## src/sv/emg_pkg.sv

```systemverilog
// ----------------------------------------------------------------------------
// emg_pkg
// Types, codes and constants shared by the envelope generator modules.
// ----------------------------------------------------------------------------
package emg_pkg;

  localparam int LVL_W   = 27;  // signed Q2.24 level and ramp step
  localparam int DIFF_W  = 28;  // signed ramp distance
  localparam int MAG_W   = 27;  // magnitude of the ramp distance
  localparam int TICK_W  = 21;  // signed tick count
  localparam int TMAG_W  = 20;  // magnitude of a scaled delay
  localparam int VOL_W   = 17;
  localparam int FIELD_W = 16;

  localparam logic signed [LVL_W-1:0] LVL_MAX = 27'sh3FFFFFF;
  localparam logic signed [LVL_W-1:0] LVL_MIN = 27'sh4000000;
  localparam logic signed [LVL_W-1:0] ONE_Q24 = 27'sd16777216;
  localparam logic signed [LVL_W-1:0] REL_EPS = 27'sd168;
  localparam logic [TICK_W-1:0] SUSTAIN_HOLD  = 21'd128;

  localparam logic signed [FIELD_W-1:0] DLY_OFF     = 16'sd0;
  localparam logic signed [FIELD_W-1:0] DLY_HANG    = -16'sd1;
  localparam logic signed [FIELD_W-1:0] DLY_JUMP    = -16'sd2;
  localparam logic signed [FIELD_W-1:0] DLY_RESTART = -16'sd3;

  typedef enum logic [1:0] {
    MODE_TICK  = 2'd0,
    MODE_LOAD  = 2'd1,
    MODE_START = 2'd2,
    MODE_NONE  = 2'd3
  } mode_t;

  typedef enum logic [1:0] {
    REG_UPDATE_SCALE  = 2'd0,
    REG_SUSTAIN_LEVEL = 2'd1,
    REG_FADE_OUT_STEP = 2'd2
  } reg_idx_t;

  typedef enum logic [3:0] {
    PH_OFF       = 4'd0,
    PH_INITIAL   = 4'd1,
    PH_STARTLOOP = 4'd2,
    PH_LOOP      = 4'd3,
    PH_FADE      = 4'd4,
    PH_HANG      = 4'd5,
    PH_DECAY     = 4'd6,
    PH_RELEASE   = 4'd7,
    PH_SUSTAIN   = 4'd8
  } phase_t;

  typedef enum logic [3:0] {
    S_IDLE,
    S_EXEC,
    S_LOADMOD,
    S_READ,
    S_DECODE,
    S_JMOD,
    S_RAMP,
    S_DIV,
    S_FADE,
    S_FIN,
    S_OUT
  } seq_state_t;

  // Saturate a widened sum to the signed 27-bit level range.
  function automatic logic signed [LVL_W-1:0] sat27(input logic signed [DIFF_W-1:0] v);
    logic signed [DIFF_W-1:0] hi;
    logic signed [DIFF_W-1:0] lo;
    hi = DIFF_W'(LVL_MAX);
    lo = DIFF_W'(LVL_MIN);
    if (v > hi) begin
      sat27 = LVL_MAX;
    end else if (v < lo) begin
      sat27 = LVL_MIN;
    end else begin
      sat27 = v[LVL_W-1:0];
    end
  endfunction

endpackage

```

## src/sv/emg_point_ram.sv

```systemverilog
// ----------------------------------------------------------------------------
// emg_point_ram
// Envelope point table: one write port, one registered read port.
// ----------------------------------------------------------------------------
module emg_point_ram #(
  parameter int DEPTH = 16,
  parameter int AW    = 4
) (
  input  logic          clk,
  input  logic          we,
  input  logic [AW-1:0] waddr,
  input  logic [31:0]   wdata,
  input  logic          re,
  input  logic [AW-1:0] raddr,
  output logic [31:0]   rdata
);

  logic [31:0] mem [DEPTH];

  always_ff @(posedge clk) begin
    if (we) begin
      mem[waddr] <= wdata;
    end
  end

  always_ff @(posedge clk) begin
    if (re) begin
      rdata <= mem[raddr];
    end
  end

endmodule

```

## src/sv/emg_modulo.sv

```systemverilog
// ----------------------------------------------------------------------------
// emg_modulo
// Reduce a 16-bit value modulo POINTS by reciprocal multiplication.
// ----------------------------------------------------------------------------
module emg_modulo #(
  parameter int POINTS = 16,
  parameter int IW     = 4
) (
  input  logic          clk,
  input  logic          rst,
  input  logic          start,
  input  logic [15:0]   value,
  output logic          done,
  output logic [IW-1:0] rem
);

  localparam int SH = 16 + IW;
  // reciprocal rounded up; exact for every 16-bit value
  localparam logic [17:0] RECIP =
    18'(((64'd1 << SH) + 64'(POINTS) - 64'd1) / 64'(POINTS));

  logic        busy;
  logic [15:0] val_q;
  logic [15:0] quo;
  logic [33:0] prod;
  logic [15:0] back;

  assign prod = value * RECIP;
  assign back = 16'(quo * 16'(POINTS));

  always_ff @(posedge clk) begin
    if (rst) begin
      busy <= 1'b0;
      done <= 1'b0;
    end else begin
      busy <= start;
      done <= busy;
    end
  end

  // take the quotient first, then subtract it back out
  always_ff @(posedge clk) begin
    if (start) begin
      val_q <= value;
      quo   <= 16'(prod >> SH);
    end
    if (busy) begin
      rem <= IW'(val_q - back);
    end
  end

endmodule

```

## src/sv/emg_divider.sv

```systemverilog
// ----------------------------------------------------------------------------
// emg_divider
// Signed restoring divider for the ramp step, truncating toward zero.
// ----------------------------------------------------------------------------
module emg_divider
  import emg_pkg::*;
(
  input  logic                     clk,
  input  logic                     rst,
  input  logic                     start,
  input  logic signed [DIFF_W-1:0] dividend,
  input  logic signed [TICK_W-1:0] divisor,
  output logic                     done,
  output logic signed [DIFF_W-1:0] quotient
);

  logic              busy;
  logic [4:0]        cnt;
  logic [MAG_W-1:0]  q;
  logic [TMAG_W-1:0] r;
  logic [TMAG_W-1:0] dmag;
  logic              neg;
  logic [DIFF_W-1:0] nabs;
  logic [TICK_W-1:0] dabs;
  logic [TMAG_W:0]   r_sh;
  logic              ge;

  assign nabs = dividend[DIFF_W-1] ? DIFF_W'(-dividend) : DIFF_W'(dividend);
  assign dabs = divisor[TICK_W-1] ? TICK_W'(-divisor) : TICK_W'(divisor);
  assign r_sh = {r, q[MAG_W-1]};
  assign ge   = (r_sh >= {1'b0, dmag});

  always_ff @(posedge clk) begin
    if (rst) begin
      busy <= 1'b0;
      done <= 1'b0;
      cnt  <= '0;
    end else begin
      done <= 1'b0;
      if (start) begin
        busy <= 1'b1;
        cnt  <= 5'(MAG_W);
      end else if (busy) begin
        cnt <= cnt - 5'd1;
        if (cnt == 5'd1) begin
          busy <= 1'b0;
          done <= 1'b1;
        end
      end
    end
  end

  always_ff @(posedge clk) begin
    if (start) begin
      q    <= nabs[MAG_W-1:0];
      r    <= '0;
      dmag <= dabs[TMAG_W-1:0];
      neg  <= dividend[DIFF_W-1] ^ divisor[TICK_W-1];
    end else if (busy) begin
      r <= ge ? TMAG_W'(r_sh - {1'b0, dmag}) : r_sh[TMAG_W-1:0];
      q <= {q[MAG_W-2:0], ge};
    end
  end

  assign quotient = neg ? -$signed({1'b0, q}) : $signed({1'b0, q});

endmodule

```

## src/sv/multipoint_envelope_generator_top.sv

```systemverilog
// ----------------------------------------------------------------------------
// multipoint_envelope_generator_top
// Multipoint volume envelope engine over a table of stored envelope points.
// ----------------------------------------------------------------------------
// Usage:
//   Requests arrive on req_valid/req_stall with mode, point fields and flags.
//   A request is taken at a clock edge with req_valid high and req_stall low.
//   Load requests (mode 1) write one point; start requests (mode 2) rearm the
//   engine; tick requests (mode 0) run one update and each returns one result
//   (volume, phase) on res_valid/res_stall. Mode 3 is dropped.
//   Configuration: cfg_we writes cfg_data into register cfg_index any cycle.
// Sequencing:
//   Start and mode 3 end in S_IDLE. Load waits in S_LOADMOD for the modulo
//   unit to reduce the slot. Tick: S_EXEC, then S_OUT while off, S_FIN and
//   S_OUT for hang, decay, release or sustain, S_FADE first for fade. A
//   tick that walks the point table adds S_READ and S_DECODE per table read,
//   S_JMOD per jump (modulo unit), and S_RAMP, S_DIV (setup and the 27-step
//   divider) and S_FADE for a ramp point. The result is registered in S_OUT.
//   req_stall stays high from a taken tick or load until it is finished.
// Reset: rst clears phase (off), cursor, level, step, tick count and hang
//   flag and restores register defaults; the point table is not cleared.
// Stall: a result holds in the output register while res_stall is high; the
//   next tick finishes its work and waits for that register to free.
// ----------------------------------------------------------------------------
module multipoint_envelope_generator_top
  import emg_pkg::*;
#(
  parameter int POINTS = 16
) (
  input  logic               clk,
  input  logic               rst,
  input  logic               req_valid,
  output logic               req_stall,
  input  logic [1:0]         mode,
  input  logic [3:0]         point_slot,
  input  logic signed [15:0] point_delay,
  input  logic signed [15:0] point_arg,
  input  logic               hang_flag,
  input  logic               decay_request,
  input  logic               release_request,
  input  logic               cfg_we,
  input  logic [1:0]         cfg_index,
  input  logic [23:0]        cfg_data,
  output logic               res_valid,
  input  logic               res_stall,
  output logic [16:0]        volume,
  output logic [3:0]         phase
);

  localparam int IW = (POINTS > 1) ? $clog2(POINTS) : 1;
  localparam int HW = $clog2(POINTS + 1);

  // configuration registers
  logic [7:0]  update_scale;
  logic [23:0] sustain_level;
  logic [23:0] fade_out_step;

  // envelope state
  logic [IW-1:0]             cursor;
  phase_t                    phase_reg;
  logic signed [TICK_W-1:0]  ticks_left;
  logic signed [LVL_W-1:0]   level;
  logic signed [LVL_W-1:0]   ramp_step;
  logic                      hang_latch;
  logic [HW-1:0]             hops;

  // captured request
  logic [3:0]         slot_q;
  logic [31:0]        point_q;
  logic               decay_q;
  logic               release_q;
  logic               off_tick;

  // sequencer
  seq_state_t state;
  seq_state_t state_next;

  // point table and helpers
  logic        ram_re;
  logic [31:0] ram_rdata;
  logic        mod_start;
  logic [15:0] mod_value;
  logic        mod_done;
  logic [IW-1:0] mod_rem;
  logic        div_start;
  logic signed [DIFF_W-1:0] div_dividend;
  logic signed [TICK_W-1:0] div_divisor;
  logic        div_done;
  logic signed [DIFF_W-1:0] div_quot;

  logic signed [15:0] rd_delay;
  logic signed [15:0] rd_arg;
  logic signed [24:0] prod;
  logic [30:0]        sq;

  // ramp setup terms
  logic [24:0]              pmag;
  logic [24:0]              tmag;
  logic [24:0]              tsig;
  logic signed [TICK_W-1:0] tval;
  logic [24:0]              target;
  logic signed [DIFF_W-1:0] diff;

  // per-tick arithmetic
  logic signed [DIFF_W-1:0]  fade_sum;
  logic signed [LVL_W-1:0]   fade_lvl;
  logic signed [TICK_W-1:0]  ticks_dec;
  logic signed [LVL_W-1:0]   drop_lvl;
  logic                      take;

  assign take     = req_valid && !req_stall;
  assign rd_delay = ram_rdata[31:16];
  assign rd_arg   = ram_rdata[15:0];

  emg_point_ram #(.DEPTH(POINTS), .AW(IW)) u_ram (
    .clk   (clk),
    .we    (state == S_LOADMOD && mod_done),
    .waddr (mod_rem),
    .wdata (point_q),
    .re    (ram_re),
    .raddr (cursor),
    .rdata (ram_rdata)
  );

  emg_modulo #(.POINTS(POINTS), .IW(IW)) u_mod (
    .clk   (clk),
    .rst   (rst),
    .start (mod_start),
    .value (mod_value),
    .done  (mod_done),
    .rem   (mod_rem)
  );

  emg_divider u_div (
    .clk      (clk),
    .rst      (rst),
    .start    (div_start),
    .dividend (div_dividend),
    .divisor  (div_divisor),
    .done     (div_done),
    .quotient (div_quot)
  );

  // scaled delay, truncated toward zero; zero counts as one tick
  assign pmag   = prod[24] ? 25'(-prod) : 25'(prod);
  assign tmag   = pmag >> 4;
  assign tsig   = prod[24] ? 25'(-tmag) : tmag;
  assign tval   = (tsig[TICK_W-1:0] == '0) ? TICK_W'(1) : $signed(tsig[TICK_W-1:0]);
  assign target = sq[30:6];
  assign diff   = $signed({3'b000, target}) - DIFF_W'(level);

  assign fade_sum  = DIFF_W'(level) + DIFF_W'(ramp_step);
  assign fade_lvl  = sat27(fade_sum);
  assign ticks_dec = ticks_left - TICK_W'(1);
  assign drop_lvl  = sat27(DIFF_W'(level) - $signed({4'b0000, fade_out_step}));

  assign div_dividend = diff;
  assign div_divisor  = tval;

  // next state
  always_comb begin
    state_next = state;
    unique case (state)
      S_IDLE: begin
        if (take) begin
          priority case (mode)
            MODE_TICK: state_next = S_EXEC;
            MODE_LOAD: state_next = S_LOADMOD;
            default:   state_next = S_IDLE;
          endcase
        end
      end
      S_EXEC: begin
        if (phase_reg == PH_OFF) begin
          state_next = S_OUT;
        end else begin
          unique case (phase_reg)
            PH_INITIAL:             state_next = hang_latch ? S_FIN : S_READ;
            PH_STARTLOOP, PH_LOOP:  state_next = S_READ;
            PH_FADE:                state_next = S_FADE;
            default:                state_next = S_FIN;
          endcase
        end
      end
      S_LOADMOD: if (mod_done) state_next = S_IDLE;
      S_READ:    state_next = S_DECODE;
      S_DECODE: begin
        if (rd_delay == DLY_JUMP && hops < HW'(POINTS)) begin
          state_next = S_JMOD;
        end else if (rd_delay > DLY_OFF || rd_delay < DLY_RESTART) begin
          state_next = S_RAMP;
        end else begin
          state_next = S_FIN;
        end
      end
      S_JMOD:  if (mod_done) state_next = S_READ;
      S_RAMP:  state_next = S_DIV;
      S_DIV:   if (div_done) state_next = S_FADE;
      S_FADE:  state_next = S_FIN;
      S_FIN:   state_next = S_OUT;
      S_OUT:   if (!res_valid || !res_stall) state_next = S_IDLE;
      default: state_next = S_IDLE;
    endcase
  end

  // strobes to the table and units
  always_comb begin
    ram_re    = (state == S_READ);
    div_start = (state == S_RAMP);
    mod_start = 1'b0;
    mod_value = {12'd0, slot_q};
    if (state == S_IDLE && take && mode == MODE_LOAD) begin
      mod_start = 1'b1;
      mod_value = {12'd0, point_slot};
    end else if (state == S_DECODE && state_next == S_JMOD) begin
      mod_start = 1'b1;
      mod_value = rd_arg;
    end
  end

  assign req_stall = (state != S_IDLE);

  always_ff @(posedge clk) begin
    if (rst) begin
      state <= S_IDLE;
    end else begin
      state <= state_next;
    end
  end

  // configuration
  always_ff @(posedge clk) begin
    if (rst) begin
      update_scale  <= 8'd16;
      sustain_level <= '0;
      fade_out_step <= '0;
    end else if (cfg_we) begin
      unique case (cfg_index)
        REG_UPDATE_SCALE:  update_scale  <= cfg_data[7:0];
        REG_SUSTAIN_LEVEL: sustain_level <= cfg_data;
        REG_FADE_OUT_STEP: fade_out_step <= cfg_data;
        default: ;
      endcase
    end
  end

  // capture the request and the products of the point read
  always_ff @(posedge clk) begin
    if (take) begin
      slot_q    <= point_slot;
      point_q   <= {point_delay, point_arg};
      decay_q   <= decay_request;
      release_q <= release_request;
    end
    if (state == S_DECODE) begin
      prod <= rd_delay * $signed({1'b0, update_scale});
      sq   <= 31'(rd_arg * rd_arg);
    end
  end

  // envelope state update
  always_ff @(posedge clk) begin
    if (rst) begin
      cursor     <= '0;
      phase_reg  <= PH_OFF;
      ticks_left <= '0;
      level      <= '0;
      ramp_step  <= '0;
      hang_latch <= 1'b0;
      hops       <= '0;
      off_tick   <= 1'b0;
    end else begin
      unique case (state)
        S_IDLE: begin
          if (take && mode == MODE_START) begin
            cursor     <= '0;
            ticks_left <= '0;
            level      <= '0;
            ramp_step  <= '0;
            hang_latch <= hang_flag;
            phase_reg  <= PH_INITIAL;
          end
        end
        S_EXEC: begin
          off_tick <= (phase_reg == PH_OFF);
          hops     <= '0;
          unique case (phase_reg)
            PH_INITIAL: begin
              if (hang_latch) phase_reg <= PH_HANG;
              else cursor <= '0;
            end
            PH_STARTLOOP: cursor <= '0;
            PH_DECAY, PH_RELEASE: begin
              if (sustain_level != '0 && phase_reg == PH_DECAY) begin
                if (DIFF_W'(drop_lvl) < $signed({4'b0000, sustain_level})) begin
                  level      <= LVL_W'($signed({3'b000, sustain_level}));
                  ticks_left <= SUSTAIN_HOLD;
                  phase_reg  <= PH_SUSTAIN;
                end else begin
                  level <= drop_lvl;
                end
              end else if (drop_lvl < REL_EPS) begin
                level     <= '0;
                phase_reg <= PH_OFF;
              end else begin
                level <= drop_lvl;
              end
            end
            PH_SUSTAIN: begin
              ticks_left <= ticks_dec;
              if (ticks_dec == '0) phase_reg <= PH_RELEASE;
            end
            default: ;
          endcase
        end
        S_DECODE: begin
          // resolve control points; the ramp case goes on to setup
          if (rd_delay == DLY_OFF) begin
            phase_reg <= PH_OFF;
          end else if (rd_delay == DLY_HANG) begin
            phase_reg <= PH_HANG;
          end else if (rd_delay == DLY_RESTART) begin
            phase_reg <= PH_INITIAL;
          end else if (rd_delay == DLY_JUMP) begin
            if (hops < HW'(POINTS)) hops <= hops + HW'(1);
            else phase_reg <= PH_OFF;
          end
        end
        S_JMOD: if (mod_done) cursor <= mod_rem;
        S_RAMP: ticks_left <= tval;
        S_DIV: begin
          if (div_done) begin
            ramp_step <= sat27(div_quot);
            phase_reg <= PH_FADE;
            cursor    <= (cursor == IW'(POINTS - 1)) ? '0 : cursor + IW'(1);
          end
        end
        S_FADE: begin
          level      <= fade_lvl;
          ticks_left <= ticks_dec;
          if (ticks_dec <= 0) phase_reg <= PH_LOOP;
        end
        S_FIN: begin
          // release wins over decay
          if (release_q)    phase_reg <= PH_RELEASE;
          else if (decay_q) phase_reg <= PH_DECAY;
        end
        default: ;
      endcase
    end
  end

  // result register
  always_ff @(posedge clk) begin
    if (rst) begin
      res_valid <= 1'b0;
    end else if (state == S_OUT && (!res_valid || !res_stall)) begin
      res_valid <= 1'b1;
    end else if (!res_stall) begin
      res_valid <= 1'b0;
    end
  end

  always_ff @(posedge clk) begin
    if (state == S_OUT && (!res_valid || !res_stall)) begin
      if (off_tick || level[LVL_W-1]) begin
        volume <= '0;
      end else if (level > ONE_Q24) begin
        volume <= 17'd65536;
      end else begin
        volume <= level[24:8];
      end
      phase <= off_tick ? PH_OFF : phase_reg;
    end
  end

endmodule

```

## config.mk

```make
export PLATFORM = sky130hd
export DESIGN_NAME = multipoint_envelope_generator_top
export DESIGN_NICKNAME = d
export VERILOG_FILES = /design/src/sv/emg_pkg.sv /design/src/sv/emg_point_ram.sv /design/src/sv/emg_modulo.sv /design/src/sv/emg_divider.sv /design/src/sv/multipoint_envelope_generator_top.sv
export SDC_FILE = /design/constraint.sdc
export NUM_CORES = 2
export LEC_CHECK = 0
export ABC_AREA = 1
export BUFFER_PORTS_ARGS = -buffer_cell sky130_fd_sc_hd__buf_2
export CAP_MARGIN = 15
export CORE_MARGIN = 2
export CORE_UTILIZATION = 65
export CTS_BUF_LIST = sky130_fd_sc_hd__clkbuf_8
export DETAILED_ROUTE_END_ITERATION = 8
export GPL_TIMING_DRIVEN = 1
export HOLD_SLACK_MARGIN = 0.08
export PLACE_DENSITY = 0.88
export SLEW_MARGIN = 40
export SYNTH_ARGS = -nofsm -noshare
export SYNTH_HDL_FRONTEND = slang
export SYNTH_SLANG_ARGS = --single-unit
export TNS_END_PERCENT = 50
```

## constraint.sdc

```tcl
create_clock -name clk -period 10.5 [get_ports clk]
set_clock_uncertainty 0.05 [all_clocks]
set_input_delay 1.575 -clock clk [delete_from_list [all_inputs] [get_ports clk]]
set_output_delay 1.575 -clock clk [all_outputs]
set_load 0.02 [all_outputs]
```

==> metrics.txt <==
# TYPE chip_impl_metric gauge
chip_impl_metric{name="slowest_delay",unit="ns"} 0.65
chip_impl_metric{name="routed-via-count",unit=""} 44700
chip_impl_metric{name="port_buffers",unit=""} 94
chip_impl_metric{name="route.detailed.vias_per_inst",unit=""} 6.02
chip_impl_info{name="top_regs",value="u_ram.mem: 512 flops, point_q: 32 flops, u_ram.rdata: 32 flops"} 1
chip_impl_metric{name="area_growth",unit="%"} 7.82
chip_impl_metric{name="irDropWorstVdd",unit="mV"} 0.346
chip_impl_metric{name="timing.final.max_slew_violations",unit=""} 0
chip_impl_metric{name="grt_max_degree",unit=""} 113
chip_impl_metric{name="dieHeight",unit="um"} 301
chip_impl_metric{name="cap_violations",unit=""} 0
chip_impl_metric{name="finalNetCount",unit=""} 6827
chip_impl_info{name="yosysTopAreaCell",value="sky130_fd_sc_hd__edfxtp_1"} 1
chip_impl_metric{name="critPathRequiredTime",unit="ns"} 11.20
chip_impl_metric{name="cts_setup_buffers",unit=""} 0
chip_impl_info{name="worst_path_dominant_cell_family",value="simple AND/OR/NAND/NOR gates"} 1
chip_impl_info{name="crit_type",value="reg2reg"} 1
chip_impl_info{name="layout.cells.most_common",value="sky130_fd_sc_hd__inv_1"} 1
chip_impl_metric{name="yosys.area_share.simple",unit="%"} 14.9
chip_impl_info{name="combinational_family_with_the_most_area_after_synthesis",value="adder cells"} 1
chip_impl_metric{name="synth_fa_ha_area_share",unit="%"} 17.5
chip_impl_metric{name="sequentialPowerShare",unit="%"} 28.5
chip_impl_metric{name="initial_utilization",unit="%"} 65.8
chip_impl_metric{name="cp.depth",unit=""} 33
chip_impl_metric{name="min_path_cells",unit=""} 0
chip_impl_metric{name="dp_hpwl",unit="um"} 106000
chip_impl_info{name="synth_area_leaders",value="sky130_fd_sc_hd__edfxtp_1 37%, sky130_fd_sc_hd__fa_1 12%, sky130_fd_sc_hd__inv_1 6.6%, sky130_fd_sc_hd__nand2_1 6.6%, sky130_fd_sc_hd__dfxtp_1 6.3%"} 1
chip_impl_metric{name="gp_routability_congestion",unit=""} 0.996
chip_impl_metric{name="synth.mux.area_fraction",unit="%"} 1.92
chip_impl_metric{name="floorplan.io_pins",unit=""} 95
chip_impl_metric{name="cellPowerDensity",unit="mW/mm2"} 263
chip_impl_metric{name="critical_path.n_buffers_inverters",unit=""} 8
chip_impl_info{name="endpoint_kind",value="flop"} 1
chip_impl_metric{name="cts_hold_repair.buffers",unit=""} 0
chip_impl_info{name="setup.worst_path.start",value="level[0]$_SDFFE_PP0P_"} 1
chip_impl_metric{name="grt_antenna_before_repair",unit=""} 11
chip_impl_metric{name="track_usage",unit="%"} 34.0
chip_impl_metric{name="worst_pin_slew",unit="ns"} 0.909
chip_impl_info{name="setup_repair_after_global_routing_missed_its_margin",value="no"} 1
chip_impl_metric{name="drt.antenna.violating_nets",unit=""} 0
chip_impl_metric{name="largest_register_ff_count",unit=""} 512
chip_impl_metric{name="internal-power",unit="uW"} 8710
chip_impl_metric{name="number_of_global_route_vias_before_repair",unit=""} 44400
chip_impl_metric{name="cts.sink_count",unit=""} 889
chip_impl_metric{name="clk-insertion-delay-late",unit="ns"} 0.88
chip_impl_metric{name="average_instance_area_after_synthesis",unit="um2"} 9.37
chip_impl_metric{name="async_s_r_ff_share_synth",unit="%"} 0
chip_impl_metric{name="first_pass_iters",unit=""} 8
chip_impl_metric{name="fin_tns_setup",unit="ns"} 0
chip_impl_metric{name="synth.net_count",unit=""} 6775
chip_impl_metric{name="drt_wl_total",unit="um"} 153000
chip_impl_metric{name="final_worst_hold_slack",unit="ns"} 0.402
chip_impl_info{name="largest_register",value="u_ram.mem"} 1
chip_impl_metric{name="synthesis.area",unit="mm2"} 0.0572
chip_impl_metric{name="tritoncts_buffers",unit=""} 142
chip_impl_metric{name="path_max_fanout",unit=""} 28
chip_impl_info{name="cpMaxStageDelayCell",value="sky130_fd_sc_hd__nor2_1"} 1
chip_impl_metric{name="worst_setup_hold_path_clk_slew",unit="ns"} 0.06
chip_impl_metric{name="setup_viol",unit=""} 0
chip_impl_info{name="worstReg2RegStart",value="level[0]$_SDFFE_PP0P_"} 1
chip_impl_metric{name="avgRoutedWirePerCell",unit="um"} 20.6
chip_impl_metric{name="synth-edff-count",unit=""} 709
chip_impl_metric{name="period_needed",unit="ns"} 7.35
chip_impl_metric{name="worstPathArrival",unit="ns"} 8.05
chip_impl_metric{name="share_clk_of_total_power",unit="%"} 18.6
chip_impl_info{name="worst_setup_path_start_kind",value="flop"} 1
chip_impl_info{name="layout_common_cells",value="1056 x sky130_fd_sc_hd__inv_1, 1006 x sky130_fd_sc_hd__nand2_1, 709 x sky130_fd_sc_hd__edfxtp_1"} 1
chip_impl_metric{name="count_of_mapped_cells_out_of_synthesis",unit=""} 6106
chip_impl_metric{name="post_cts_resize_count",unit=""} 0
chip_impl_info{name="synth_top_flop_cell",value="sky130_fd_sc_hd__edfxtp_1"} 1
chip_impl_metric{name="grt_overflow",unit=""} 0
chip_impl_metric{name="synth_xor_area_share",unit="%"} 3.29
chip_impl_metric{name="worstRegToRegCells",unit=""} 33
chip_impl_metric{name="core.rowCount",unit=""} 108
chip_impl_metric{name="yosysUniqueCellTypes",unit=""} 60
chip_impl_metric{name="p_switching",unit="uW"} 7540
chip_impl_metric{name="complex_gate_fraction_of_the_synthesized_area",unit="%"} 10.6
chip_impl_info{name="cts.root.buffer_cell",value="sky130_fd_sc_hd__clkbuf_8"} 1
chip_impl_metric{name="clk_path_buf_depth",unit=""} 3
chip_impl_metric{name="netSwitchingFraction",unit="%"} 46.4
chip_impl_metric{name="postSynthRegisterBits",unit=""} 889
chip_impl_metric{name="hold_violations",unit=""} 0
chip_impl_metric{name="core_area",unit="mm2"} 0.0870
chip_impl_metric{name="postLayoutCoreUtil",unit="%"} 70.9
chip_impl_metric{name="synth_largest_type_area_fraction",unit="%"} 37.2
chip_impl_metric{name="rrSetupSlack",unit="ns"} 3.15
chip_impl_info{name="timing.critical_path.to",value="ticks_left[13]$_SDFFE_PP0P_"} 1
chip_impl_metric{name="die-area",unit="mm2"} 0.0905
chip_impl_info{name="hold_class",value="reg2reg"} 1
chip_impl_metric{name="achievable-frequency",unit="GHz"} 0.136
chip_impl_metric{name="cts_htree_levels",unit=""} 4
chip_impl_info{name="tritoncts",value="built"} 1
chip_impl_metric{name="leakage_power_figure",unit="uW"} 0.0272
chip_impl_metric{name="drc",unit=""} 0
chip_impl_info{name="crit-reg2reg-capture",value="ticks_left[13]$_SDFFE_PP0P_"} 1
chip_impl_metric{name="yosys_warnings",unit=""} 0
chip_impl_metric{name="grt_first_pass_wirelength",unit="um"} 239000
chip_impl_metric{name="final.period_utilization",unit="%"} 70.0
chip_impl_metric{name="combPwrFrac",unit="%"} 52.9
chip_impl_metric{name="synth.yosys.seq_area_share",unit="%"} 43.5
chip_impl_metric{name="slew-limit-headroom",unit="%"} 38.8
chip_impl_metric{name="detailedRoute.firstIterationViolations",unit=""} 4841
chip_impl_metric{name="share_of_layout_cells_above_drive_strength_1",unit="%"} 7.25
chip_impl_metric{name="die_w",unit="um"} 301
chip_impl_info{name="run_status",value="finished, final reports clean"} 1
==> Yosys cell counts (all sizes together) (45+ instances only) <==
| library cell | n |
|---|---|
| nor3 | 62 |
| fa | 338 |
| o21ai | 432 |
| edfxtp | 709 |
| a21oi | 296 |
| dfxtp | 180 |
| inv | 1022 |
| xor2 | 149 |
| o221ai | 124 |
| nand3 | 249 |
| a31oi | 45 |
| xnor2 | 66 |
| nor2 | 536 |
| mux2i | 110 |
| clkbuf | 202 |
| nand2 | 1032 |
| ha | 259 |
| nand4 | 57 |
==> area by class of cell <==
class / count / area (um2)
tap: 1155 / 1450
clock buffer: 148 / 2040
timing repair buffer: 143 / 912
inverter: 1027 / 3860
fill: 6027 / 25300
multi-input combinational: 3955 / 27700
antenna: 5 / 12.5
clock inverter: 110 / 811
sequential: 889 / 24900
==> metrics by stage <==
step | instance area [um2] | instances | setup slack, ns | total power, uW
detailed placement | 58800 | 7168 | 3.36 | 13100
global placement | 58700 | 7165 | 3.59 | 12800
global route | 61700 | 7428 | 2.58 | 17400
floorplan | 57200 | 6106 | 4.21 | 10800
finish | 61700 | 7432 | 3.15 | 16300
CTS | 61700 | 7426 | 3.29 | 16100
==> cells by family after synthesis <==
family,after synthesis
xor gates and xnor gates,215
adders and majority gates,597
muxes,110
buffers and inverters,1262
AOI/OAI and AO/OA,1028
DFF,889
and+or+nand+nor,2005
==> worst min-delay path by stage <==
stage	startpoint	to	slack, ns
global placement	u_mod.val_q[0]$_DFFE_PP_	u_mod.rem[0]$_DFFE_PP_	0.37
CTS	u_mod.val_q[3]$_DFFE_PP_	u_mod.rem[3]$_DFFE_PP_	0.38
floorplan	u_mod.val_q[0]$_DFFE_PP_	u_mod.rem[0]$_DFFE_PP_	0.35
detailed placement	u_mod.val_q[3]$_DFFE_PP_	u_mod.rem[3]$_DFFE_PP_	0.36
finish	u_mod.val_q[1]$_DFFE_PP_	u_mod.rem[1]$_DFFE_PP_	0.40
global route	u_mod.val_q[3]$_DFFE_PP_	u_mod.rem[3]$_DFFE_PP_	0.41
==> layer usage <==
| metal | part of all wire (%) | global-route usage [%] | wire, um | vias up |
|---|---|---|---|---|
| met5 | 0.030 | 0 | 46 | - |
| met3 | 10 | 6.96 | 15900 | 491 |
| met1 | 38 | 44.3 | 58100 | 21200 |
| met2 | 47 | 55.3 | 72000 | 2588 |
| li1 | - | - | - | 20400 |
| met4 | 4.7 | 15.4 | 7150 | 6 |
==> power by group through the flow <==
stage               clock network (uW)  registers, uW  logic, uW
floorplan                            0           4490       6300
global placement                     0           4690       8070
detailed placement                   0           4680       8370
CTS                               3040           4610       8460
global route                      3190           4650       9570
finish                            3030           4630       8600
(Power assumes the default switching activity.)
